**src/rsc_pkg.sv**
```systemverilog
`default_nettype none

package rsc_pkg;

  localparam int unsigned VALUE_BITS_DEF = 32;
  localparam int unsigned BASE_W = 6;
  localparam int unsigned CHAR_W = 8;
  localparam int unsigned CFG_IDX_W = 2;

  localparam logic [CHAR_W-1:0] ASCII_ZERO        = 8'd48;
  localparam logic [CHAR_W-1:0] ASCII_LETTER_BIAS = 8'd55;
  localparam logic [CHAR_W-1:0] LOWER_CASE_OFFSET = 8'd32;
  localparam logic [CHAR_W-1:0] CHAR_NINE         = 8'h39;
  localparam logic [CHAR_W-1:0] CHAR_UPPER_A      = 8'h41;
  localparam logic [CHAR_W-1:0] CHAR_UPPER_Z      = 8'h5A;
  localparam logic [CHAR_W-1:0] CHAR_LOWER_A      = 8'h61;
  localparam logic [CHAR_W-1:0] CHAR_LOWER_Z      = 8'h7A;
  localparam logic [CHAR_W-1:0] MINUS_CHAR        = 8'h2D;
  localparam logic [CHAR_W-1:0] NUL_CHAR          = 8'h00;
  localparam logic [BASE_W-1:0] MIN_BASE          = 6'd2;
  localparam logic [BASE_W-1:0] MAX_BASE          = 6'd36;
  localparam logic [BASE_W-1:0] MAX_DECIMAL_DIGIT = 6'd9;

  localparam logic [CFG_IDX_W-1:0] CFG_SOURCE_BASE = 2'd0;
  localparam logic [CFG_IDX_W-1:0] CFG_DEST_BASE   = 2'd1;

  localparam logic [BASE_W-1:0] SOURCE_BASE_RST = 6'd10;
  localparam logic [BASE_W-1:0] DEST_BASE_RST   = 6'd10;

  typedef enum logic [2:0] {
    ST_OK          = 3'd0,
    ST_BAD_BASE    = 3'd1,
    ST_BAD_CHAR    = 3'd2,
    ST_NOT_IN_BASE = 3'd3,
    ST_OVERFLOW    = 3'd4
  } status_e;

  typedef enum logic [1:0] {
    KIND_SIGN,
    KIND_DIGIT,
    KIND_BAD_CHAR
  } kind_e;

  typedef enum logic [2:0] {
    BK_ACCUM,
    BK_DIV,
    BK_SIGN,
    BK_RDREQ,
    BK_EMIT,
    BK_ERR
  } back_state_e;

  typedef struct packed {
    logic [CHAR_W-1:0] in_char;
    logic              in_last;
  } in_item_t;

  typedef struct packed {
    logic [CHAR_W-1:0] out_char;
    logic              out_last;
    status_e           status;
  } out_item_t;

  // A character after classification, as it travels from front to back.
  typedef struct packed {
    kind_e             kind;
    logic              last;
    logic              base_bad;
    logic              not_in_base;
    logic [BASE_W-1:0] digit;
    logic [BASE_W-1:0] base;
  } cls_item_t;

  function automatic logic base_ok(input logic [BASE_W-1:0] b);
    return (b >= MIN_BASE) && (b <= MAX_BASE);
  endfunction

  function automatic logic [CHAR_W-1:0] digit_char(input logic [BASE_W-1:0] d);
    logic [CHAR_W-1:0] wide;
    wide = {{(CHAR_W-BASE_W){1'b0}}, d};
    return (d <= MAX_DECIMAL_DIGIT) ? wide + ASCII_ZERO : wide + ASCII_LETTER_BIAS;
  endfunction

endpackage

`default_nettype wire

```
**src/rsc_ram.sv**
```systemverilog
`default_nettype none

module rsc_ram #(
  parameter int unsigned WIDTH = 8,
  parameter int unsigned DEPTH = 32
) (
  input  wire logic                     clk_i,
  input  wire logic                     we_i,
  input  wire logic [$clog2(DEPTH)-1:0] waddr_i,
  input  wire logic [WIDTH-1:0]         wdata_i,
  input  wire logic                     re_i,
  input  wire logic [$clog2(DEPTH)-1:0] raddr_i,
  output logic [WIDTH-1:0]              rdata_o
);

  logic [WIDTH-1:0] mem_q [DEPTH];

  always_ff @(posedge clk_i) begin
    if (we_i) begin
      mem_q[waddr_i] <= wdata_i;
    end
    if (re_i) begin
      rdata_o <= mem_q[raddr_i];
    end
  end

endmodule

`default_nettype wire

```
**src/rsc_front.sv**
```systemverilog
`default_nettype none

module rsc_front (
  input  wire logic                       clk_i,
  input  wire logic                       rst_ni,
  input  wire logic                       in_valid_i,
  output logic                            in_ready_o,
  input  wire rsc_pkg::in_item_t          in_data_i,
  input  wire logic [rsc_pkg::BASE_W-1:0] source_base_i,
  input  wire logic                       full_i,
  output logic                            push_o,
  output rsc_pkg::cls_item_t              push_data_o
);

  import rsc_pkg::*;

  logic              at_first_q, at_first_d;
  logic [CHAR_W-1:0] c;
  logic [CHAR_W-1:0] dval;

  assign in_ready_o = !full_i;
  assign push_o     = in_valid_i && !full_i;
  assign c          = in_data_i.in_char;

  always_comb begin
    dval = NUL_CHAR;
    push_data_o.kind = KIND_BAD_CHAR;
    if (at_first_q && (c == MINUS_CHAR)) begin
      push_data_o.kind = KIND_SIGN;
    end else if ((c >= ASCII_ZERO) && (c <= CHAR_NINE)) begin
      push_data_o.kind = KIND_DIGIT;
      dval = c - ASCII_ZERO;
    end else if ((c >= CHAR_UPPER_A) && (c <= CHAR_UPPER_Z)) begin
      push_data_o.kind = KIND_DIGIT;
      dval = c - ASCII_LETTER_BIAS;
    end else if ((c >= CHAR_LOWER_A) && (c <= CHAR_LOWER_Z)) begin
      push_data_o.kind = KIND_DIGIT;
      dval = c - LOWER_CASE_OFFSET - ASCII_LETTER_BIAS;
    end
    push_data_o.last        = in_data_i.in_last;
    push_data_o.base_bad    = !base_ok(source_base_i);
    push_data_o.digit       = dval[BASE_W-1:0];
    push_data_o.not_in_base = dval[BASE_W-1:0] >= source_base_i;
    push_data_o.base        = source_base_i;
  end

  // A minus sign counts only as the first character of a number.
  always_comb begin
    at_first_d = at_first_q;
    if (push_o) begin
      at_first_d = in_data_i.in_last;
    end
  end

  always_ff @(posedge clk_i or negedge rst_ni) begin
    if (!rst_ni) begin
      at_first_q <= 1'b1;
    end else begin
      at_first_q <= at_first_d;
    end
  end

endmodule

`default_nettype wire

```
**src/rsc_queue.sv**
```systemverilog
`default_nettype none

module rsc_queue (
  input  wire logic               clk_i,
  input  wire logic               rst_ni,
  input  wire logic               push_i,
  input  wire rsc_pkg::cls_item_t push_data_i,
  output logic                    full_o,
  input  wire logic               pop_i,
  output logic                    valid_o,
  output rsc_pkg::cls_item_t      pop_data_o
);

  import rsc_pkg::*;

  localparam int unsigned DEPTH = 2;
  localparam int unsigned PTR_W = $clog2(DEPTH);

  cls_item_t          entry_q [DEPTH];
  logic [PTR_W-1:0]   wr_ptr_q, wr_ptr_d;
  logic [PTR_W-1:0]   rd_ptr_q, rd_ptr_d;
  logic [PTR_W:0]     count_q, count_d;

  assign full_o     = count_q == (PTR_W+1)'(DEPTH);
  assign valid_o    = count_q != '0;
  assign pop_data_o = entry_q[rd_ptr_q];

  always_comb begin
    wr_ptr_d = wr_ptr_q;
    rd_ptr_d = rd_ptr_q;
    count_d  = count_q;
    if (push_i) begin
      wr_ptr_d = wr_ptr_q + 1'b1;
    end
    if (pop_i) begin
      rd_ptr_d = rd_ptr_q + 1'b1;
    end
    if (push_i && !pop_i) begin
      count_d = count_q + 1'b1;
    end else if (pop_i && !push_i) begin
      count_d = count_q - 1'b1;
    end
  end

  always_ff @(posedge clk_i or negedge rst_ni) begin
    if (!rst_ni) begin
      wr_ptr_q <= '0;
      rd_ptr_q <= '0;
      count_q  <= '0;
    end else begin
      wr_ptr_q <= wr_ptr_d;
      rd_ptr_q <= rd_ptr_d;
      count_q  <= count_d;
    end
  end

  always_ff @(posedge clk_i) begin
    if (push_i) begin
      entry_q[wr_ptr_q] <= push_data_i;
    end
  end

endmodule

`default_nettype wire

```
**src/rsc_back.sv**
```systemverilog
`default_nettype none

module rsc_back #(
  parameter int unsigned VALUE_BITS = rsc_pkg::VALUE_BITS_DEF
) (
  input  wire logic                       clk_i,
  input  wire logic                       rst_ni,
  input  wire logic                       item_valid_i,
  input  wire rsc_pkg::cls_item_t         item_i,
  output logic                            pop_o,
  input  wire logic [rsc_pkg::BASE_W-1:0] dest_base_i,
  output logic                            out_valid_o,
  input  wire logic                       out_ready_i,
  output rsc_pkg::out_item_t              out_data_o
);

  import rsc_pkg::*;

  localparam int unsigned MAG_W  = VALUE_BITS - 1;
  localparam int unsigned STEP_W = $clog2(MAG_W);
  localparam int unsigned ADDR_W = $clog2(VALUE_BITS);
  localparam int unsigned CNT_W  = ADDR_W + 1;
  localparam int unsigned ACC_W  = MAG_W + BASE_W + 1;

  back_state_e        state_q, state_d;
  logic [MAG_W-1:0]   mag_q, mag_d;
  logic               neg_q, neg_d;
  status_e            err_q, err_d;
  logic [CNT_W-1:0]   cnt_q, cnt_d;
  logic               out_valid_q, out_valid_d;
  out_item_t          out_q, out_d;
  logic [MAG_W-1:0]   quot_q, quot_d;
  logic [BASE_W-1:0]  rem_q, rem_d;
  logic [STEP_W-1:0]  step_q, step_d;

  logic [MAG_W-1:0]   mag_a;
  logic               neg_a;
  status_e            err_a, err_f;
  logic [ACC_W-1:0]   acc;

  logic [BASE_W:0]    rem_shift;
  logic               rem_ge;
  logic [BASE_W:0]    rem_sub;
  logic [BASE_W-1:0]  rem_n;
  logic [MAG_W-1:0]   quot_n;

  logic               slot_free;
  logic               load;
  logic               ram_we, ram_re;
  logic [BASE_W-1:0]  ram_rdata;
  logic [CNT_W-1:0]   cnt_dec;

  function automatic status_e merge_err(input status_e cur, input status_e code);
    return ((cur == ST_OK) || (code < cur)) ? code : cur;
  endfunction

  assign pop_o     = item_valid_i && (state_q == BK_ACCUM);
  assign slot_free = !out_valid_q || out_ready_i;
  assign cnt_dec   = cnt_q - 1'b1;

  // Accumulation of one classified character.
  always_comb begin
    acc   = ({{(BASE_W+1){1'b0}}, mag_q} * ACC_W'(item_i.base)) + ACC_W'(item_i.digit);
    mag_a = mag_q;
    neg_a = neg_q;
    err_a = err_q;
    if (item_i.base_bad) begin
      err_a = merge_err(err_a, ST_BAD_BASE);
    end
    case (item_i.kind)
      KIND_SIGN: begin
        neg_a = 1'b1;
      end
      KIND_DIGIT: begin
        if (err_a == ST_OK) begin
          if (item_i.not_in_base) begin
            err_a = ST_NOT_IN_BASE;
          end else if (|acc[ACC_W-1:MAG_W]) begin
            err_a = ST_OVERFLOW;
          end else begin
            mag_a = acc[MAG_W-1:0];
          end
        end
      end
      default: begin
        err_a = merge_err(err_a, ST_BAD_CHAR);
      end
    endcase
    err_f = err_a;
    if ((err_a == ST_OK) && !base_ok(dest_base_i)) begin
      err_f = ST_BAD_BASE;
    end
  end

  // One quotient bit per cycle; the remainder always stays below the base.
  always_comb begin
    rem_shift = {rem_q, quot_q[MAG_W-1]};
    rem_ge    = rem_shift >= {1'b0, dest_base_i};
    rem_sub   = rem_shift - {1'b0, dest_base_i};
    rem_n     = rem_ge ? rem_sub[BASE_W-1:0] : rem_shift[BASE_W-1:0];
    quot_n    = {quot_q[MAG_W-2:0], rem_ge};
  end

  always_comb begin
    state_d = state_q;
    case (state_q)
      BK_ACCUM: begin
        if (pop_o && item_i.last) begin
          state_d = (err_f != ST_OK) ? BK_ERR : BK_DIV;
        end
      end
      BK_DIV: begin
        if ((step_q == '0) && (quot_n == '0)) begin
          state_d = (neg_q && (mag_q != '0)) ? BK_SIGN : BK_RDREQ;
        end
      end
      BK_SIGN: begin
        if (slot_free) begin
          state_d = BK_RDREQ;
        end
      end
      BK_RDREQ: begin
        state_d = BK_EMIT;
      end
      BK_EMIT: begin
        if (slot_free) begin
          state_d = (cnt_q == CNT_W'(1)) ? BK_ACCUM : BK_RDREQ;
        end
      end
      BK_ERR: begin
        if (slot_free) begin
          state_d = BK_ACCUM;
        end
      end
      default: begin
        state_d = BK_ACCUM;
      end
    endcase
  end

  always_comb begin
    mag_d  = mag_q;
    neg_d  = neg_q;
    err_d  = err_q;
    cnt_d  = cnt_q;
    quot_d = quot_q;
    rem_d  = rem_q;
    step_d = step_q;
    out_d  = out_q;
    load   = 1'b0;
    ram_we = 1'b0;
    ram_re = 1'b0;
    case (state_q)
      BK_ACCUM: begin
        if (pop_o) begin
          mag_d = mag_a;
          neg_d = neg_a;
          err_d = err_a;
          if (item_i.last) begin
            err_d  = err_f;
            quot_d = mag_a;
            rem_d  = '0;
            step_d = STEP_W'(MAG_W - 1);
            cnt_d  = '0;
          end
        end
      end
      BK_DIV: begin
        quot_d = quot_n;
        rem_d  = rem_n;
        step_d = step_q - 1'b1;
        if (step_q == '0) begin
          ram_we = 1'b1;
          cnt_d  = cnt_q + 1'b1;
          rem_d  = '0;
          step_d = STEP_W'(MAG_W - 1);
        end
      end
      BK_SIGN: begin
        if (slot_free) begin
          load  = 1'b1;
          out_d = '{out_char: MINUS_CHAR, out_last: 1'b0, status: ST_OK};
        end
      end
      BK_RDREQ: begin
        ram_re = 1'b1;
      end
      BK_EMIT: begin
        if (slot_free) begin
          load  = 1'b1;
          out_d = '{out_char: digit_char(ram_rdata), out_last: cnt_q == CNT_W'(1),
                    status: ST_OK};
          cnt_d = cnt_dec;
          if (cnt_q == CNT_W'(1)) begin
            mag_d = '0;
            neg_d = 1'b0;
            err_d = ST_OK;
          end
        end
      end
      BK_ERR: begin
        if (slot_free) begin
          load  = 1'b1;
          out_d = '{out_char: NUL_CHAR, out_last: 1'b1, status: err_q};
          mag_d = '0;
          neg_d = 1'b0;
          err_d = ST_OK;
        end
      end
      default: begin
        load = 1'b0;
      end
    endcase
    out_valid_d = load ? 1'b1 : (out_ready_i ? 1'b0 : out_valid_q);
  end

  rsc_ram #(
    .WIDTH (BASE_W),
    .DEPTH (VALUE_BITS)
  ) u_digit_ram (
    .clk_i   (clk_i),
    .we_i    (ram_we),
    .waddr_i (cnt_q[ADDR_W-1:0]),
    .wdata_i (rem_n),
    .re_i    (ram_re),
    .raddr_i (cnt_dec[ADDR_W-1:0]),
    .rdata_o (ram_rdata)
  );

  always_ff @(posedge clk_i or negedge rst_ni) begin
    if (!rst_ni) begin
      state_q     <= BK_ACCUM;
      mag_q       <= '0;
      neg_q       <= 1'b0;
      err_q       <= ST_OK;
      cnt_q       <= '0;
      out_valid_q <= 1'b0;
    end else begin
      state_q     <= state_d;
      mag_q       <= mag_d;
      neg_q       <= neg_d;
      err_q       <= err_d;
      cnt_q       <= cnt_d;
      out_valid_q <= out_valid_d;
    end
  end

  always_ff @(posedge clk_i) begin
    quot_q <= quot_d;
    rem_q  <= rem_d;
    step_q <= step_d;
    out_q  <= out_d;
  end

  assign out_valid_o = out_valid_q;
  assign out_data_o  = out_q;

  a_cnt_bound : assert property (@(posedge clk_i) disable iff (!rst_ni)
    cnt_q <= CNT_W'(MAG_W))
    else $error("digit count exceeds the magnitude width");

  a_emit_has_digit : assert property (@(posedge clk_i) disable iff (!rst_ni)
    ((state_q == BK_RDREQ) || (state_q == BK_EMIT)) |-> (cnt_q != '0))
    else $error("digit emission with no digit stored");

  a_rem_below_base : assert property (@(posedge clk_i) disable iff (!rst_ni)
    (state_q == BK_DIV) |-> (rem_q < dest_base_i))
    else $error("division remainder not below the destination base");

  a_err_state_code : assert property (@(posedge clk_i) disable iff (!rst_ni)
    (state_q == BK_ERR) |-> (err_q != ST_OK))
    else $error("error transaction without an error code");

  a_div_entry : assert property (@(posedge clk_i) disable iff (!rst_ni)
    ((state_q != BK_DIV) && (state_d == BK_DIV)) |=> (cnt_q == '0))
    else $error("conversion started with a stale digit count");

endmodule

`default_nettype wire

```
**src/radix_string_converter_top.sv**
```systemverilog
// Converts a signed number given as text in source_base to text in dest_base (both 2..36).
// Characters enter one per transaction with in_last on the final one; each is classified on
// entry and queued, then accumulated by a combinational 31x6 multiply-add. After the last
// character the magnitude is divided repeatedly by dest_base in a bit-serial divider,
// digits are parked in a small RAM, and are then sent most significant first, each read
// from the RAM (BK_RDREQ) before it is sent (BK_EMIT), preceded by '-' for a negative value.
// Zero is sent as "0". Any error gives a single transaction with out_char zero, out_last set
// and the error code in status. The input keeps accepting characters of the next number while
// a conversion is in progress, until the two-entry queue fills. Registers are written through
// the configuration channel (index 0 source_base, index 1 dest_base, other indices ignored).
`default_nettype none

module radix_string_converter_top #(
  parameter int unsigned VALUE_BITS = rsc_pkg::VALUE_BITS_DEF
) (
  input  wire logic                          clk_i,
  input  wire logic                          rst_ni,
  input  wire logic                          in_valid_i,
  output logic                               in_ready_o,
  input  wire rsc_pkg::in_item_t             in_data_i,
  output logic                               out_valid_o,
  input  wire logic                          out_ready_i,
  output rsc_pkg::out_item_t                 out_data_o,
  input  wire logic                          cfg_valid_i,
  output logic                               cfg_ready_o,
  input  wire logic [rsc_pkg::CFG_IDX_W-1:0] cfg_index_i,
  input  wire logic [rsc_pkg::BASE_W-1:0]    cfg_data_i
);

  import rsc_pkg::*;

  logic [BASE_W-1:0] source_base_q, source_base_d;
  logic [BASE_W-1:0] dest_base_q, dest_base_d;
  logic              push, full, pop, item_valid;
  cls_item_t         push_data, pop_data;

  assign cfg_ready_o = 1'b1;

  always_comb begin
    source_base_d = source_base_q;
    dest_base_d   = dest_base_q;
    if (cfg_valid_i) begin
      case (cfg_index_i)
        CFG_SOURCE_BASE: source_base_d = cfg_data_i;
        CFG_DEST_BASE:   dest_base_d   = cfg_data_i;
        default: begin
          source_base_d = source_base_q;
        end
      endcase
    end
  end

  always_ff @(posedge clk_i or negedge rst_ni) begin
    if (!rst_ni) begin
      source_base_q <= SOURCE_BASE_RST;
      dest_base_q   <= DEST_BASE_RST;
    end else begin
      source_base_q <= source_base_d;
      dest_base_q   <= dest_base_d;
    end
  end

  rsc_front u_front (
    .clk_i         (clk_i),
    .rst_ni        (rst_ni),
    .in_valid_i    (in_valid_i),
    .in_ready_o    (in_ready_o),
    .in_data_i     (in_data_i),
    .source_base_i (source_base_q),
    .full_i        (full),
    .push_o        (push),
    .push_data_o   (push_data)
  );

  rsc_queue u_queue (
    .clk_i       (clk_i),
    .rst_ni      (rst_ni),
    .push_i      (push),
    .push_data_i (push_data),
    .full_o      (full),
    .pop_i       (pop),
    .valid_o     (item_valid),
    .pop_data_o  (pop_data)
  );

  rsc_back #(
    .VALUE_BITS (VALUE_BITS)
  ) u_back (
    .clk_i        (clk_i),
    .rst_ni       (rst_ni),
    .item_valid_i (item_valid),
    .item_i       (pop_data),
    .pop_o        (pop),
    .dest_base_i  (dest_base_q),
    .out_valid_o  (out_valid_o),
    .out_ready_i  (out_ready_i),
    .out_data_o   (out_data_o)
  );

endmodule

`default_nettype wire

```
**config.mk**
```make
export PLATFORM = sky130hd
export DESIGN_NAME = radix_string_converter_top
export DESIGN_NICKNAME = d
export VERILOG_FILES = /design/src/rsc_pkg.sv /design/src/rsc_ram.sv /design/src/rsc_front.sv /design/src/rsc_queue.sv /design/src/rsc_back.sv /design/src/radix_string_converter_top.sv
export SDC_FILE = /design/constraint.sdc
export NUM_CORES = 1
export LEC_CHECK = 0
export ABC_CLOCK_PERIOD_IN_PS = 13300
export CORE_MARGIN = 2
export CORE_UTILIZATION = 50
export DETAILED_ROUTE_END_ITERATION = 8
export DONT_BUFFER_PORTS = 1
export GPL_TIMING_DRIVEN = 0
export SYNTH_ARGS = -nofsm -noshare
export SYNTH_HDL_FRONTEND = slang
export SYNTH_SLANG_ARGS = --single-unit
```
**constraint.sdc**
```tcl
create_clock -name clk_i -period 13.3 [get_ports clk_i]
set_input_delay 2.66 -clock clk_i [delete_from_list [all_inputs] [get_ports clk_i]]
set_output_delay 2.66 -clock clk_i [all_outputs]
set_load 0.02 [all_outputs]
```
; ---- Word-level counts from Yosys, hierarchy flattened
; Memory sizes are Yosys's and may differ from the RTL's. A register that Yosys moved wholly into a read port is not among the register bits.
; Index checks and enable logic that the tools add are counted.
[totals]
ff_bits = 116
ram_bits = 226
in_bits = 22
out_inout_bits = 15
mem_count = 2
[op_classes]
n_addsub = 15
mul = 1
magnitude_cmp = 15
n_eq_ne = 20
muxes = 78
reduce_logical = 50
[memory_table]
columns = memory, words, width, read_ports, rd_ports_with_merged_regs, write_ports, line
row1 = u_back.u_digit_ram.mem_q, 32, 6, 1, 1, 1, rsc_ram.sv:16  ; logic [WIDTH-1:0] mem_q [DEPTH];
row2 = u_queue.entry_q, 2, 17, 1, 0, 1, rsc_queue.sv:19  ; cls_item_t entry_q [DEPTH];
[op_table]
columns = op, count
row1 = 31-bit two-way mux, 10
row2 = 31-bit one-hot mux with 3 select lines, 1
row3 = 31-bit one-hot mux with 2 select lines, 1
row4 = 6-bit two-way mux, 10
row5 = 3-bit two-way mux, 17
row6 = 37-bit by 6-bit adder with 38-bit output, 1
row7 = 31-bit by 6-bit multiplier with 37-bit output, 1
row8 = 12-bit two-way mux, 3
row9 = 12-bit one-hot mux with 3 select lines, 1
row10 = 31-bit logical NOT, 1
row11 = 31-bit nonzero test, 1
row12 = 6-bit subtractor (second input constant), 4
row13 = 3-bit one-hot mux with 6 select lines, 1
row14 = 6-bit one-hot mux with 3 select lines, 1
row15 = 1-bit two-way mux, 17
row16 = 8-bit by 7-bit >= comparator with 1-bit output (second input constant), 2
row17 = 8-bit by 7-bit <= comparator with 1-bit output (second input constant), 2
row18 = 2-bit by 1-bit != test with 1-bit output (second input constant), 8
row19 = 5-bit two-way mux, 3
row20 = 5-bit AND reduction, 3
row21 = 6-bit by 6-bit adder with 7-bit output (second input constant), 2
row22 = 1-bit logical AND, 14
row23 = 2-bit two-way mux, 7
row24 = 6-bit by 2-bit >= comparator with 1-bit output (second input constant), 2
row25 = 42 further kinds, 66

; ---- Longest topological paths before layout
[depth]
depth_word = 15
ltp_mapped = 26
ltp_nobuf = 21

; ---- By module
; From an unflattened synthesis, not the netlist that was laid out.
[unflattened]
cells_unflattened = 2003
hier_area_um2 = 22967.0
[by_module_without_submodules]
columns = mod, n_inst, cells_per_inst, area_each_um2
row1 = rsc_back, 1, 1492, 12652.1
row2 = rsc_ram, 1, 323, 7649.8
row3 = rsc_queue, 1, 69, 1466.4
row4 = rsc_front, 1, 91, 716.9
row5 = radix_string_converter_top, 1, 28, 481.7

; ---- Worst setup path before layout
; Ideal clock, no wire load.
[synth_timing]
path_type = flip-flop to flip-flop
startpoint = register u_queue.rd_ptr_q
endpoint = register u_back.quot_q[0], data pin
setup_time_ns = 0.266
t_arrival_ns = 6.898
t_required_ns = 13.034
setup_slack_ns = 6.136
stages_incl_launch_ff = 26
period_less_slack_ns = 7.164
path_cell_list = dfrtp_1 -> clkbuf_1 -> clkbuf_1 -> mux2i_1 -> clkbuf_1 -> nor2b_1 -> fa_1 -> inv_1 -> fa_1 -> inv_1 -> fa_1 -> inv_1 -> fa_1 -> inv_1 -> ha_1 -> a21oi_1 -> o211ai_1 -> and3_1 -> o2111a_1 -> or2_0 -> or3_1 -> a2111o_1 -> nor4_4 -> buf_6 -> mux2i_1 -> o21ai_1
[synth_via]
elab_chain_len = 11
word_cells_on_any_way = 14
classes_between = 1 x add/sub / 1 x mul / 1 x eq/ne / 8 x mux / 2 x reduce/logical / 1 x memory
[synth_lines]
columns = element, line
row1 = from (decl), rsc_queue.sv:21  ; logic [PTR_W-1:0] rd_ptr_q, rd_ptr_d;
row2 = from (signal assigned), rsc_queue.sv:52  ; rd_ptr_q <= rd_ptr_d;
row3 = memory 2 x 17 bit *, --
row4 = 31-bit by 6-bit multiplier with 37-bit output, rsc_back.sv:63  ; acc = ({{(BASE_W+1){1'b0}}, mag_q} * ACC_W'(item_i.base)) + ACC_W'(item_i.digit);
row5 = 37-bit by 6-bit adder with 38-bit output, rsc_back.sv:63
row6 = 7-bit OR reduction, rsc_back.sv:78  ; end else if (|acc[ACC_W-1:MAG_W]) begin
row7 = 31-bit two-way mux, rsc_back.sv:78
row8 = 31-bit two-way mux, rsc_back.sv:76  ; if (item_i.not_in_base) begin
row9 = 31-bit two-way mux, rsc_back.sv:75  ; if (err_a == ST_OK) begin
row10 = 31-bit two-way mux *, rsc_back.sv:70  ; case (item_i.kind)
row11 = 31-bit two-way mux *, rsc_back.sv:159  ; if (item_i.last) begin
row12 = 31-bit two-way mux *, rsc_back.sv:155  ; if (pop_o) begin
row13 = 31-bit one-hot mux with 2 select lines *, rsc_back.sv:153  ; case (state_q)
row14 = via u_back.quot_d[0], rsc_back.sv:32  ; logic [MAG_W-1:0] quot_q, quot_d;
row15 = to (signal assigned), rsc_back.sv:249  ; quot_q <= quot_d;
row16 = to (decl), rsc_back.sv:32
; Mark *: on every way through the listed nets, which the timed path passes. The rest lies on a longest branch. The select of a mux whose other input is x is not followed.
; A chain may end at the register's enable or synchronous reset.

; ---- Final worst setup path
[layout_timing]
startpoint = register u_queue.rd_ptr_q
endpoint = register u_back.quot_q[27], data pin
; Same word-level chain as after synthesis.

==> flow_summary.ini <==
[yosys]
synth-async-reset-ratio_pct = 17.87
yosysTopAreaCell = edfxtp_1
synth.top_cell.area_share_pct = 39.23
synth_cell_types = 80
netlist_area_sq_um = 21810
ys_warn_count = 0
yosysMostFrequentCell = edfxtp_1
synth-edff-count = 285
ys.flop_type = edfxtp_1
seq_area_frac_synth_pct = 46.37
synth-seq-cells = 347
synthTopCellsByCount = edfxtp_1 (285), nor2b_1 (184), fa_1 (121), ha_1 (113), nand2_1 (103)
synth_cells = 1740
synth_fp_nets = 1996
yosys-top-cells-area = edfxtp_1 (39%), fa_1 (11%), dfrtp_1 (6.5%)
syn_area_per_cell_sq_um = 12.54

[critical_path]
endpoint_kind = flip-flop
critPathMaxStageDelay_ns = 0.97
start_kind = flip-flop
worst_ep_arrival_time_ns = 9.52
worstRegToRegCells = 25
r2r_end = u_back.quot_q[27]
cp_max_fo = 10
crit_required_ns = 13.56
cp_slowest_cell = mux2i_1
path_class = flip-flop to flip-flop
r2r_slack_ns = 4.03
timing.rr.start = u_queue.rd_ptr_q

[cells_and_area]
multi_input_area_sq_um = 11080
layout.nets = 2035
seq_area_sq_um = 10120
fillers = 3656
area_delta_synth_final_pct = 8.798
final_core_util_pct = 55.10
drive_gt1_share_pct = 9.695
antennaDiodeCount = 0

[clocking]
clock_path_buffers = 3
cts_post_setup_buffers_inserted = 0
path_clk_slew_ns = 0.06
cts_inserted_buffers = 34
worst_skew_pair.late_latency_ns = 0.53
cts_tree = built
cts_sinks = 347
htree_levels = 2
cts_hold_buf = 0
cts-resized-gates = 0
cts_root_buf = clkbuf_16

[route]
drt_first_pass_iters = 5
drtIter0Drc = 970
vias_per_cell = 5.823
wire_per_inst_um = 21.91
drc = 0
routed_wl_um = 52360
ant_nets = 0
vias = 13918

[timing]
fin_skew_ns = 0.01279
relSlewSlack_pct = 10.90
finalSetupTns_ns = 0
finalCriticalPeriod_ns = 9.269
max_clock_freq_mhz = 107.9
worst_pin_slew_ns = 1.299
final.setup.worst_slack_ns = 4.031
rsz0062_at_grt = false
post-route-period-util_pct = 69.69
finalMaxSlewViolations = 0
setup_viol = 0
hold_viol_final = 0

[hold_path]
min_path_cells = 0
hold_end = u_queue.entry_q[1][5]
hp-start = source_base_q[5]
hold_path.class = flip-flop to flip-flop

[place]
dpl.hpwl_um = 39500
portBuffers = 0
dp_slack_ns = 4.014
routabilityCongestion = 0.9428

[die]
num_rows = 76
initial_core_util_pct = 50.64
die_height_um = 212.9
chipWidth_um = 212.9
fp.dieArea_sq_um = 45320
io_pins = 37
design.core.area_sq_um = 43080

[power_and_ir_drop]
max-vdd-ir-drop_mv = 0.2137
powerDensity_nw_per_um2 = 187.4
leakagePower_nw = 9.271

[grt]
first_global_vias = 14135
grt_max_degree = 63
grt_usage_pct = 23.83
busiest_layer = met2
global_route.usage.met2_pct = 38.22
grt_pass1_wl_um = 81360
antenna_found_initial = 1
grt_overflow = 0
use_met1_pct = 34.29
use_met3_pct = 3.471

[job]
cap_violations = 0

[run_status]
status = complete, no violations
## placed cells by master (no fill, tap or decap), types with 18 or more instances in the layout
cell type / instances
nand4_1: 20
nor2_1: 97
clkbuf_16: 36
o21ai_0: 65
ha_1: 113
a32o_1: 19
mux2_2: 25
o21ai_1: 31
a21oi_1: 63
nand2b_1: 28
edfxtp_1: 285
nor2b_1: 184
clkbuf_1: 70
fa_1: 121
xor2_1: 19
xnor2_1: 34
mux2i_1: 40
dfrtp_1: 57
nand2_1: 102
inv_1: 78
nor4_1: 18
mux4_2: 60
## worst max-delay path by stage
stage               slack [ns]              from                end  cells after the start
finish                    4.03  u_queue.rd_ptr_q  u_back.quot_q[27]                     25
global placement          3.98  u_queue.rd_ptr_q  u_back.quot_q[27]                     25
CTS                       3.95  u_queue.rd_ptr_q  u_back.quot_q[27]                     25
global route              3.56  u_queue.rd_ptr_q  u_back.quot_q[27]                     25
detailed placement        4.01  u_queue.rd_ptr_q  u_back.quot_q[27]                     25
floorplan                 6.14  u_queue.rd_ptr_q   u_back.quot_q[0]                     25
## metrics by stage
stage	hold WS [ns]	total power, mW	cell area [sq um]	instances
after floorplan	0.4421	2.887	21810	1740
after global placement	0.4522	3.457	22550	2325
after detailed placement	0.4573	3.532	22630	2328
after CTS	0.4747	4.489	23730	2390
after global routing	0.4955	4.694	23730	2390
final	0.4705	4.449	23730	2390
## cell type report
type                       count  area share (%)
clock inverter                17          0.6695
tap                          585           3.084
sequential                   347           42.62
clock buffer                  45           3.996
timing repair buffer           3          0.2109
buffer                        82           1.497
inverter                      78           1.234
multi-input combinational   1233           46.69
## critical path: cells and delay by family (launching register included)
family / cells / cell delay [ns]
adder cells (fa/ha/maj): 5 / 2.43
AO/OA/AOI/OAI: 7 / 2.20
buffers and inverters: 8 / 1.97
multiplexers: 2 / 1.25
AND/OR/NAND/NOR: 2 / 0.59
flip-flops: 1 / 0.36
XOR/XNOR: 1 / 0.19
## cell families after synthesis
family / synth area share (%)
AO/OA/AOI/OAI: 8.764
XOR/XNOR: 2.128
adder cells (fa/ha/maj): 17.59
buffers and inverters: 2.971
flip-flops: 46.37
multiplexers: 9.320
other: 0.03443
AND/OR/NAND/NOR: 12.82
## per-layer routing
metal  up-vias  share of wire [%]
li1       6431                  -
met1      7087                 45
met2       329                 48
met3        69                5.0
met4         2                2.2
met5         -              0.017
## registers in the layout (all words and copies together) (netlist names), 11 cells and up
signal and cells:
u_queue.entry_q 34, u_back.u_digit_ram.mem_q 192, u_back.out_data_o 11, u_back.mag_q 31, u_back.quot_q 31
## where the power goes
part,leakage (nW),internal (mW),switching [mW]
registers,3.41,1.64,0.116
clock network,0.541,0.548,0.404
logic,5.32,0.591,1.15
(Power assumes the default switching activity.)
